**src/ipm_pkg.sv**
```systemverilog
package ipm_pkg;

   localparam int SRC_ROWS_DEF = 240;
   localparam int SRC_COLS_DEF = 640;

   localparam int FRAC_BITS = 16;
   localparam int DIV_WIDTH = 64;

   localparam logic signed [63:0] ROW_BASE = 64'sd500;
   localparam logic signed [63:0] ROW_SCALE = 64'sd50;
   localparam logic signed [63:0] COL_BASE = 64'sd150;
   localparam logic signed [63:0] COL_SCALE = 64'sd50;

   // reciprocal of the column scale, exact for any 32-bit dividend
   localparam logic [31:0] DIV50_MUL = 32'h51eb851f;
   localparam int DIV50_SHIFT = 36;

   localparam logic [1:0] CLASS_LOW = 2'd0;
   localparam logic [1:0] CLASS_HIGH = 2'd1;
   localparam logic [1:0] CLASS_OUTSIDE = 2'd2;

   localparam logic [3:0] CSR_H_SIN_PHI = 4'd0;
   localparam logic [3:0] CSR_COS_PHI = 4'd1;
   localparam logic [3:0] CSR_F_H_COS_PHI = 4'd2;
   localparam logic [3:0] CSR_F_SIN_PHI = 4'd3;
   localparam logic [3:0] CSR_FOCAL_LENGTH = 4'd4;
   localparam logic [3:0] CSR_THRESHOLD = 4'd5;
   localparam logic [3:0] CSR_CENTER_X = 4'd6;
   localparam logic [3:0] CSR_CENTER_Y = 4'd7;

   typedef struct packed {
      logic                        start;
      logic signed [DIV_WIDTH-1:0] num;
      logic signed [DIV_WIDTH-1:0] den;
   } div_req_type;

   typedef struct packed {
      logic                        done;
      logic signed [DIV_WIDTH-1:0] quot;
   } div_rsp_type;

   function automatic logic signed [31:0] sat32(input logic signed [63:0] v);
      logic signed [31:0] r;
      if (v > 64'sd2147483647) begin
         r = 32'sh7fffffff;
      end else if (v < -64'sd2147483648) begin
         r = 32'sh80000000;
      end else begin
         r = v[31:0];
      end
      return r;
   endfunction

   // truncating divide by a power of two
   function automatic logic signed [63:0] tdiv_pow2(input logic signed [63:0] v,
                                                    input int unsigned k);
      logic signed [63:0] bias;
      bias = v[63] ? ((64'sd1 <<< k) - 64'sd1) : 64'sd0;
      return (v + bias) >>> k;
   endfunction

endpackage

```
**src/ipm_div.sv**
```systemverilog
module ipm_div
   import ipm_pkg::*;
(
   input  logic        clock,
   input  logic        reset,
   input  div_req_type div_req,
   output div_rsp_type div_rsp
);

   localparam int CW = $clog2(DIV_WIDTH + 1);

   logic                 busy_ff;
   logic                 neg_ff;
   logic [CW-1:0]        cnt_ff;
   logic [DIV_WIDTH-1:0] rem_ff;
   logic [DIV_WIDTH-1:0] quo_ff;
   logic [DIV_WIDTH-1:0] den_ff;
   logic                 done_ff;
   logic signed [DIV_WIDTH-1:0] quot_ff;

   logic [DIV_WIDTH:0]   trial_in;
   logic [DIV_WIDTH:0]   shifted;

   always_comb begin
      shifted = {rem_ff, quo_ff[DIV_WIDTH-1]};
      trial_in = shifted - {1'b0, den_ff};
   end

   always_ff @(posedge clock) begin
      if (reset) begin
         busy_ff <= 1'b0;
         done_ff <= 1'b0;
         cnt_ff <= '0;
      end else begin
         done_ff <= 1'b0;
         if (div_req.start) begin
            busy_ff <= 1'b1;
            cnt_ff <= CW'(DIV_WIDTH);
            neg_ff <= div_req.num[DIV_WIDTH-1] ^ div_req.den[DIV_WIDTH-1];
            quo_ff <= div_req.num[DIV_WIDTH-1] ? -div_req.num : div_req.num;
            den_ff <= div_req.den[DIV_WIDTH-1] ? -div_req.den : div_req.den;
            rem_ff <= '0;
         end else if (busy_ff) begin
            if (cnt_ff != '0) begin
               cnt_ff <= cnt_ff - CW'(1);
               if (!trial_in[DIV_WIDTH]) begin
                  rem_ff <= trial_in[DIV_WIDTH-1:0];
                  quo_ff <= {quo_ff[DIV_WIDTH-2:0], 1'b1};
               end else begin
                  rem_ff <= shifted[DIV_WIDTH-1:0];
                  quo_ff <= {quo_ff[DIV_WIDTH-2:0], 1'b0};
               end
            end else begin
               busy_ff <= 1'b0;
               done_ff <= 1'b1;
               quot_ff <= neg_ff ? -$signed(quo_ff) : $signed(quo_ff);
            end
         end
      end
   end

   assign div_rsp.done = done_ff;
   assign div_rsp.quot = quot_ff;

endmodule

```
**config.mk**
```make
export PLATFORM = sky130hd
export DESIGN_NAME = ipm_div
export DESIGN_NICKNAME = d
export VERILOG_FILES = /design/src/ipm_pkg.sv /design/src/ipm_div.sv
export SDC_FILE = /design/constraint.sdc
export NUM_CORES = 1
export LEC_CHECK = 0
export ABC_AREA = 0
export BUFFER_PORTS_ARGS = -buffer_cell sky130_fd_sc_hd__buf_2
export CAP_MARGIN = 10
export CORE_ASPECT_RATIO = 1.5
export CORE_MARGIN = 5
export CORE_UTILIZATION = 30
export CTS_BUF_LIST = sky130_fd_sc_hd__clkbuf_4
export DETAILED_ROUTE_END_ITERATION = 8
export GPL_ROUTABILITY_DRIVEN = 1
export PLACE_DENSITY = 0.53
export SKIP_CTS_REPAIR_TIMING = 1
export SYNTH_ARGS = -nofsm -noshare
export SYNTH_HDL_FRONTEND = slang
export SYNTH_SLANG_ARGS = --single-unit
```
**constraint.sdc**
```tcl
create_clock -name clock -period 11.5 [get_ports clock]
set_input_delay 2.3 -clock clock [delete_from_list [all_inputs] [get_ports clock]]
set_output_delay 2.3 -clock clock [all_outputs]
set_load 0.005 [all_outputs]
```
; Word level (Yosys, flattened, before mapping)
; Cells that the tools add are included.
[classes]
add_sub_neg = 5
mul = 0
div = 0
order_cmp = 0
eq_ne = 0
shift = 0
mux = 17
bitwise_logic = 5
n_reduce_logical = 10
[ops]
columns = operator, count
row1 = 2-to-1 mux 64 bit, 8
row2 = negation 64 bit, 3
row3 = subtractor 65 x 64 -> 65 bit, 1
row4 = 2-to-1 mux 63 bit, 1
row5 = 2-to-1 mux 7 bit, 3
row6 = nonzero test 7 bit, 1
row7 = subtractor 7 x 1 -> 7 bit (second input constant), 1
row8 = AND reduction 2 bit, 3
row9 = 2-to-1 mux 1 bit, 5
row10 = NOT 1 bit, 4
row11 = AND reduction 4 bit, 1
row12 = nonzero test 2 bit, 2
row13 = AND reduction 3 bit, 1
row14 = OR reduction 3 bit, 1
row15 = OR reduction 2 bit, 1
row16 = XOR 1 bit, 1
[totals]
register_bits = 266
latchBits = 0
ramBits = 0
mem_bits_ro = 0
out_inout_bits = 65
wordCells = 47
mem_count = 0

; Depth between registers and ports, before layout
; Gate-level depths: netlist (run 1).
[logic_depth]
depth_word = 5
depth_mapped = 15

; Worst setup path after synthesis (run 1)
; OpenSTA, ideal clock, no wires.
[synth_timing]
path_type = input to register
from = in div_req[128] (netlist bit)
to = reg quo_ff[0], enable pin
t_arrival_ns = 8.840
slack_ns = 2.001
path_stages = 4
path_buffers = 2
cell_sequence = inv_1 clkbuf_1 clkbuf_1 a21oi_1
[synth_between]
elab_chain_len = 2
elab_cells_between_ends = 3
cone_classes = reduce/logical (3)
[synth_lines]
columns = item, line
row1 = from (decl), ipm_div.sv:6  ; input div_req_type div_req,
row2 = nonzero test 2 bit (no line), n/a
row3 = AND reduction 3 bit (no line) (*), n/a
row4 = to (signal assigned), ipm_div.sv:40  ; quo_ff <= div_req.num[DIV_WIDTH-1] ? -div_req.num : div_req.num;
row5 = to (signal assigned), ipm_div.sv:48  ; quo_ff <= {quo_ff[DIV_WIDTH-2:0], 1'b1};
row6 = to (signal assigned), ipm_div.sv:51  ; quo_ff <= {quo_ff[DIV_WIDTH-2:0], 1'b0};
row7 = to (decl), ipm_div.sv:16  ; logic [DIV_WIDTH-1:0] quo_ff;
; Mark *: on every way between the ends. The rest lies on a longest branch, timed or not.
; A chain may end at the register's enable or synchronous reset.

; Worst setup path after layout (run 1)
[layout_timing]
from = in div_req[65] (netlist bit)
to = reg quo_ff[57], data pin
[layout_between]
elab_chain_len = 3
[layout_lines]
columns = item, line
row1 = negation 64 bit, ipm_div.sv:40
row2 = 2-to-1 mux 64 bit, ipm_div.sv:40
row3 = 2-to-1 mux 64 bit, ipm_div.sv:36  ; if (div_req.start) begin
; Every way passes these cells.

==> run summary, run 1 <==
The largest voltage drop on the vdd net is 0.0000700 V. The fraction of registers with async set or reset after synthesis was 0%; the post-detailed-route count of antenna-violating nets was 0. The layout cell share with drive strength beyond 1 was 17.3%. Headroom to the max-slew limit: 21.3%. The logs give 6.52 ns for the reg2reg setup slack and 15,300 for the via count of the first global-routing pass. The die is 309 um tall.

The H-tree was split into 3 levels. The routed design has 53,700 um of wire. After technology mapping, the gate count stands at 1,878. The placement row count was 109.

The wire-length estimate of the detail-placed layout is 40,300 um. In the global route stage, overall resource usage came out at 16.1%. The count of unresolved DRC violations after routing was 0.

In the post-synthesis netlist, the biggest area contributors are sky130_fd_sc_hd__edfxtp_1 (43%), sky130_fd_sc_hd__xnor2_1 (8.1%), sky130_fd_sc_hd__a21oi_1 (5.3%). Of the total power, registers draw 41.2%. I/O pin count: 196.

Subtracting the final worst setup slack from the clock period gives 5.48 ns. The floorplan step set the die width to 209 um. In this run the worst path has a maximum fanout of 7.

The final hold violation count came out at 0. From synthesis to final layout, the design area changed by 15.3%. Per report_power, the combinational group accounts for 27.3% of the total.

The tools report the number of pins with negative max-slew slack in the final report as 0. The flow ran to the end, and the final reports show no timing, DRC or antenna violations. Setup violations remaining at the end of the flow were counted as 0.

Adding up every negative setup slack in the final design gives 0 ns. The clock latency at the later pin of the worst-skew pair is 0.79 ns, and the net switching power figure is 0.000987 W. STA classifies the critical path endpoint as a flip-flop.

The region available for standard cell placement spans 59,100 um2. Number of nets in the layout: 2,272. Max-cap violations in this run came to 0. Of the available clock period, the critical path in the final layout requires 47.6%. The run gives 85 as the largest net degree at the start of global routing.

Net switching is 33.3% of the power. The worst min-delay path category is flip-flop to flip-flop. The logs give 0.183 GHz for the timing-limited maximum frequency and 83,200 um for the global-route wire length before repair.

Clock skew on the completed layout was measured at 0.0484 ns. A synthesized cell averages 9.53 um2. Of the total power, the clock network draws 31.5%.

The number of search-and-repair iterations in the first detailed-routing pass is 5, and the yosys synthesis warning count is 0. Power spread over the standard cell area amounts to 144 nW/um2. The data required time of the worst path was 11.98 ns; the number of distinct standard cells referenced by the synthesized netlist was 74.

For this run, the register share of the synthesized area comes to 44.1%. Kind of critical path: primary input to flip-flop. The tools report the cell at the root of the clock tree as sky130_fd_sc_hd__clkbuf_4. The number of sinks handled by clock tree synthesis was 266; the via count was 15,000. The amount of wire on met3 after detailed routing was 2470 um. The congestion estimate from routability-driven global placement came to 0.900. The transition time at the pin with the least slew margin was 1.18 ns; the clock-pin slew reported for the worst setup and hold paths after clock tree synthesis was 0.07 ns. TritonCTS built the clock tree. The routed design uses 28,900 um of met2 wire.

After the first detailed-routing iteration, the DRC count stood at 881. The leading register cell type out of synthesis is sky130_fd_sc_hd__edfxtp_1. The average via count per standard cell is 5.17. Mean routed wirelength per cell: 18.5 um. The total power of the final layout was 0.00296 W. Initial standard-cell utilization of the core: 30.3%. TritonCTS created 71 clock buffers.

When the netlist entered floorplanning its net count stood at 2,078. Summing every instance area after synthesis gives 17,900 um2. The tools report the design internal power as 0.00197 W.

The count of cells along the worst hold path came out at 2. Setup repair after global routing left no endpoint under its margin. The worst setup path is launched from a primary input. The met1 routed wirelength after detailed routing is 20,400 um, and the initial antenna violation count is 6. The longest clock path from root to sink contains 3 buffers. The arrival time of data at the critical path endpoint came out at 5.96 ns. Counting flops and latches in the post-synthesis netlist gives 266. Yosys mapped a number of flops with a built-in enable equal to 257. After global routing the overflow that remains totals 0. The synthesized design devotes to its leading area cell type 43.1% of total area. Routed signal wires occupy layers up through met4. The die footprint came out at 64,700 um2. Port buffering added 195 buffers. The analysis attributes to cell leakage a power of 7.66 nW. Number of cells on the worst reg-to-reg path: 15. Of all cell types, the one taking the most synthesized area is sky130_fd_sc_hd__edfxtp_1.
## cell usage after synthesis, types with 6 or more instances
cell	count
sky130_fd_sc_hd__a211oi_1	15
sky130_fd_sc_hd__a21o_1	34
sky130_fd_sc_hd__a21oi_1	191
sky130_fd_sc_hd__and3_1	10
sky130_fd_sc_hd__buf_1	6
sky130_fd_sc_hd__clkbuf_1	75
sky130_fd_sc_hd__dfxtp_1	9
sky130_fd_sc_hd__edfxtp_1	257
sky130_fd_sc_hd__ha_1	68
sky130_fd_sc_hd__inv_1	97
sky130_fd_sc_hd__mux2_2	16
sky130_fd_sc_hd__nand2_1	216
sky130_fd_sc_hd__nand2b_1	14
sky130_fd_sc_hd__nand3_1	29
sky130_fd_sc_hd__nand3b_1	9
sky130_fd_sc_hd__nand4_1	29
sky130_fd_sc_hd__nor2_1	120
sky130_fd_sc_hd__nor2b_1	12
sky130_fd_sc_hd__nor3_1	26
sky130_fd_sc_hd__nor4_1	11
sky130_fd_sc_hd__o21a_1	9
sky130_fd_sc_hd__o21ai_0	101
sky130_fd_sc_hd__o21ai_1	7
sky130_fd_sc_hd__o21bai_1	19
sky130_fd_sc_hd__o22ai_1	6
sky130_fd_sc_hd__o31ai_1	57
sky130_fd_sc_hd__o41ai_1	32
sky130_fd_sc_hd__or2_2	8
sky130_fd_sc_hd__or3_1	45
sky130_fd_sc_hd__or4_1	27
sky130_fd_sc_hd__xnor2_1	165
sky130_fd_sc_hd__xor2_1	70
## registers in the layout (all words and copies together) (netlist names)
name / count
den_ff: 64
neg_ff: 1
quot_ff: 64
rem_ff: 64
quo_ff: 64
cnt_ff: 7
busy_ff: 1
done_ff: 1
## critical path, stage by stage
cell	delay, ns
sky130_fd_sc_hd__buf_2	0.12
sky130_fd_sc_hd__or4_1	0.58
sky130_fd_sc_hd__or4_1	0.52
sky130_fd_sc_hd__or4_1	0.62
sky130_fd_sc_hd__or2_1	0.38
sky130_fd_sc_hd__or3_1	0.43
sky130_fd_sc_hd__or3_1	0.41
sky130_fd_sc_hd__o41ai_1	0.33
sky130_fd_sc_hd__xor2_1	0.18
sky130_fd_sc_hd__a21oi_1	0.08
## kinds of logic after synthesis
logic type	Yosys count	synth area share (%)
AO/OA/AOI/OAI	525	18.6
flip-flops	266	44.1
adder cells (fa/ha/maj)	69	4.87
buffers and inverters	185	3.98
XOR/XNOR	235	11.5
AND/OR/NAND/NOR	580	15.8
multiplexers	18	1.12
## metrics by stage
stage / util, % / instance area (um2) / hold slack, ns / setup WS [ns] / std cells
after floorplan: - / 17900 / 0.448 / 2.00 / 1878
after global placement: 33.3 / 19700 / 0.495 / 5.31 / 2775
after detailed placement: 33.3 / 19700 / 0.514 / 5.25 / 2775
after CTS: 34.9 / 20600 / 0.530 / 6.14 / 2901
after global routing: 34.9 / 20600 / 0.587 / 5.93 / 2903
final: 34.9 / 20600 / 0.523 / 6.02 / 2903
## per-layer routing
layer	GRT usage, %	vias up
met5	0	-
met4	7.09	0
met3	2.47	124
met2	30.9	438
met1	17.3	7092
li1	-	7344
## cell type report
type / count / area (um2)
Inverter: 97 / 364
Fill cell: 6115 / 38400
Clock inverter: 34 / 274
Multi-Input combinational cell: 1427 / 9350
Clock buffer: 92 / 691
Sequential cell: 266 / 7900
Tap cell: 777 / 972
Timing Repair Buffer: 209 / 1080
Antenna cell: 1 / 2.50
## power groups by stage
stage / Clock, W / Combinational (W) / Sequential [W]
floorplan: 0 / 0.000586 / 0.00123
global placement: 0 / 0.000802 / 0.00124
detailed placement: 0 / 0.000810 / 0.00124
CTS: 0.000971 / 0.000814 / 0.00122
global route: 0.00102 / 0.000905 / 0.00123
finish: 0.000933 / 0.000810 / 0.00122
## final timing paths
path / end / start
setup reg to reg: rem_ff[38] / quo_ff[63]
setup / recovery: quo_ff[57] / div_req[65]
hold / removal: cnt_ff[1] / cnt_ff[1]
hold reg to reg: cnt_ff[1] / cnt_ff[1]
## cell usage in the layout, fill, tap and decap left out, types with 6 or more instances in the layout
master | netlist | layout
sky130_fd_sc_hd__a211oi_1 | 15 | 15
sky130_fd_sc_hd__a21o_1 | 34 | 34
sky130_fd_sc_hd__a21oi_1 | 191 | 190
sky130_fd_sc_hd__and3_1 | 10 | 10
sky130_fd_sc_hd__buf_2 | 5 | 194
sky130_fd_sc_hd__buf_4 | 1 | 14
sky130_fd_sc_hd__clkbuf_4 | 0 | 92
sky130_fd_sc_hd__clkinv_1 | 0 | 17
sky130_fd_sc_hd__clkinv_2 | 0 | 9
sky130_fd_sc_hd__dfxtp_1 | 9 | 9
sky130_fd_sc_hd__edfxtp_1 | 257 | 257
sky130_fd_sc_hd__ha_1 | 68 | 68
sky130_fd_sc_hd__inv_1 | 97 | 97
sky130_fd_sc_hd__mux2_2 | 16 | 16
sky130_fd_sc_hd__nand2_1 | 216 | 216
sky130_fd_sc_hd__nand2b_1 | 14 | 14
sky130_fd_sc_hd__nand3_1 | 29 | 29
sky130_fd_sc_hd__nand3b_1 | 9 | 9
sky130_fd_sc_hd__nand4_1 | 29 | 29
sky130_fd_sc_hd__nor2_1 | 120 | 119
sky130_fd_sc_hd__nor2b_1 | 12 | 12
sky130_fd_sc_hd__nor3_1 | 26 | 25
sky130_fd_sc_hd__nor4_1 | 11 | 10
sky130_fd_sc_hd__o21a_1 | 9 | 9
sky130_fd_sc_hd__o21ai_0 | 101 | 101
sky130_fd_sc_hd__o21ai_1 | 7 | 7
sky130_fd_sc_hd__o21bai_1 | 19 | 19
sky130_fd_sc_hd__o22ai_1 | 6 | 6
sky130_fd_sc_hd__o31ai_1 | 57 | 57
sky130_fd_sc_hd__o41ai_1 | 32 | 31
sky130_fd_sc_hd__or2_2 | 8 | 8
sky130_fd_sc_hd__or3_1 | 45 | 45
sky130_fd_sc_hd__or4_1 | 27 | 27
sky130_fd_sc_hd__xnor2_1 | 165 | 164
sky130_fd_sc_hd__xor2_1 | 70 | 69
Note: power is estimated with default switching activity, not from simulation.
==> run 2, diff against run 1 <==
==> constraint.sdc (replaced) <==
create_clock -name clock -period 5.38 [get_ports clock]
set_input_delay 1.076 -clock clock [delete_from_list [all_inputs] [get_ports clock]]
set_output_delay 1.076 -clock clock [all_outputs]
set_load 0.005 [all_outputs]
==> run summary, run 2 (synthesis results as in run 1) <==
Among all stages on the critical path, the largest delay is contributed by sky130_fd_sc_hd__buf_4. Among cell families on the critical path, the largest total delay comes from compound AO/OA/AOI/OAI gates. The die footprint was 64,700 um2; the I/O pin count was 196.

Summed over all failing endpoints, the final setup total negative slack is 0 ns. The post-detailed-route count of antenna-violating nets is 0, and the post-layout instance area is 20,700 um2. TritonCTS created 70 clock buffers. The data required time of the worst path was 5.94 ns; the initial antenna violation count was 7. The detailed router placed 15,000 vias in this run. For the pin with the worst max-slew slack, the measured transition is 1.17 ns. Based on the critical path, the design can be clocked at up to 0.222 GHz.

Entering global routing, the biggest net connects 79 pins. The layout cell share with drive strength beyond 1 is 17.6%, and the via count of the first global-routing pass is 15,300. VDD sags by at most 0.000116 V. The core region is 59,100 um2.

In this run the power density over the cells is 299 nW/um2. The tools report the launching instance or port of the critical path as quo_ff[63]. In the layout the commonest cells are sky130_fd_sc_hd__edfxtp_1 (257), sky130_fd_sc_hd__nand2_1 (216), sky130_fd_sc_hd__buf_2 (194), sky130_fd_sc_hd__a21oi_1 (190), sky130_fd_sc_hd__xnor2_1 (164). Measured in cells, the most critical reg-to-reg path has a length of 15. The maximum fanout along the worst path was 38; the vertical extent of the die was 309 um. The run gives 3 as the maximum buffer depth of the clock tree. Across the routed clock network, the largest skew measured is 0.0456 ns. The library cell used most frequently in the layout, excluding fill and tap cells, is sky130_fd_sc_hd__edfxtp_1. Counting buffers and inverters, the worst setup path is 15 cells deep.

Counting both buffers and inverters, the worst setup path holds a total of 3. The analysis attributes to cell leakage a power of 7.68 nW. For this block, the routed nets add up to 53,000 um of wire.

On the worst path, the slowest cell contributes a delay of 0.49 ns. Count of filler cells inserted in the layout: 6,126. The tree built by TritonCTS fans out to 266 sinks.

The first global-routing pass estimated 82,800 um of wire. Final setup violation count: 0. The met1 usage came out at 17.3%.

The run finished with clean final reports. The worst setup path is launched from a flip-flop. After detailed placement, the total cell area comes to 19,800 um2.

For the estimated wirelength of the detail-placed design, the log shows 40,000 um. The detailed router finished its first iteration with 930 violations. From synthesis to final layout, the design area changed by 15.5%.

Busiest layer in global routing: met2. The congestion estimate from routability-driven global placement came to 0.922. The count of unresolved DRC violations after routing is 0, and the chip width is 209 um. Kind of critical path: flip-flop to flip-flop. Initial standard-cell utilization of the core: 30.3%.

In the routed layout, each cell is associated on average with a via count of 5.17. Worst min-delay path category: flip-flop to flip-flop. The global router's overall resource usage is 15.9%.

The cell at the root of the clock tree was sky130_fd_sc_hd__clkbuf_4. Total of max-cap violations: 0. Among the stages of the critical path, the cell type that occurs most often is sky130_fd_sc_hd__buf_4. TritonCTS built the clock tree. The first detailed-routing pass took 6 iterations. The clock tree synthesis step divided the H-tree into 3 levels. For this run, the post-layout net count is 2,278. Setup repair after global routing left no endpoint under its margin. STA puts the critical path data arrival time at 5.07 ns. At the end of the flow the core is filled with cells to 35.0%. Clock-pin slew was measured on the worst setup and hold paths at 0.07 ns. Walking the worst path, the cells encountered are inv_1 > ha_1 > fa_1 > nand2b_1 > a21oi_1 > o2111ai_1 > o2bb2ai_1 > o31a_1 > o221a_2 > o41ai_1 > buf_4 > xor2_4 > buf_4 > nor2_1 > a211oi_1.

The placement row count was 109. Final hold violation count: 0. For the headroom to the max-slew limit, the log shows 21.9%. For this run, global-route usage on met2 was measured as 30.2%. Dividing the detail-routed wire length by the instance count gives 18.2 um.

The number of pins with negative max-slew slack in the final report is 0, and the overall overflow remaining after global route is 0. The shortest period the worst path allows is 4.51 ns, and the share of the clock period used by the worst path is 83.8%. For met3 alone, demand over resource in global routing was 2.49%. The startpoint identified for the worst register-to-register timing path is quo_ff[63]. STA classifies the critical path endpoint as a flip-flop.

The logs give 0.76 ns for the clock latency at the later pin of the worst-skew pair and 0.87 ns for the reg2reg setup slack. The worst register-to-register path ends at rem_ff[25]. In this run the tool buffered the top-level ports with 195 buffer cells. In this run the worst setup path terminates at rem_ff[25].
==> run 2: per-layer routing <==
layer,vias to the layer above,share of wire [%]
met4,0,3.7
li1,7341,-
met1,7110,37
met5,-,0
met3,117,5.1
met2,451,54
==> run 2: where the power goes <==
part	total (W)	leakage, nW	switching (W)	internal (W)
logic	0.00174	4.67	0.00106	0.000681
clock network	0.00184	0.534	0.000880	0.000957
registers	0.00260	2.48	0.000101	0.00250
==> run 2: worst register-to-register path, cell delays in order, from the launching register on <==
cell and delay, ns:
sky130_fd_sc_hd__edfxtp_1 0.36, sky130_fd_sc_hd__inv_1 0.09, sky130_fd_sc_hd__ha_1 0.24, sky130_fd_sc_hd__fa_1 0.40, sky130_fd_sc_hd__nand2b_1 0.20, sky130_fd_sc_hd__a21oi_1 0.20
sky130_fd_sc_hd__o2111ai_1 0.21, sky130_fd_sc_hd__o2bb2ai_1 0.23, sky130_fd_sc_hd__o31a_1 0.34, sky130_fd_sc_hd__o221a_2 0.32, sky130_fd_sc_hd__o41ai_1 0.33, sky130_fd_sc_hd__buf_4 0.23
sky130_fd_sc_hd__xor2_4 0.38, sky130_fd_sc_hd__buf_4 0.49, sky130_fd_sc_hd__nor2_1 0.08, sky130_fd_sc_hd__a211oi_1 0.24
==> run 2: per-stage QoR <==
step | total power (W) | worst slack (ns) | hold WS (ns) | cells
finish | 0.00618 | 0.871 | 0.530 | 2907
global route | 0.00659 | 0.565 | 0.518 | 2905
CTS | 0.00629 | 0.769 | 0.470 | 2903
detailed placement | 0.00439 | 0.412 | 0.520 | 2783
global placement | 0.00438 | 0.409 | 0.499 | 2783
floorplan | 0.00387 | 0.582 | 0.468 | 1878
==> run 2: final cells by class <==
class	count	area [um2]	share of cell area, %
Tap cell	777	972	4.70
Antenna cell	4	10.0	0.0484
Inverter	97	364	1.76
Sequential cell	266	7900	38.2
Clock buffer	101	758	3.67
Clock inverter	19	129	0.623
Multi-Input combinational cell	1427	9370	45.3
Timing Repair Buffer	216	1170	5.68
==> run 2: how the worst min path moves through the flow <==
stage	start	end	slack [ns]	depth (start not counted)
6_report	cnt_ff[1]	cnt_ff[1]	0.53	2
5_1_grt	reset	busy_ff	0.52	2
4_1_cts	reset	cnt_ff[6]	0.47	2
3_5_place_dp	cnt_ff[1]	cnt_ff[1]	0.52	2
3_3_place_gp	cnt_ff[1]	cnt_ff[1]	0.50	2
2_1_floorplan	cnt_ff[6]	done_ff	0.47	1
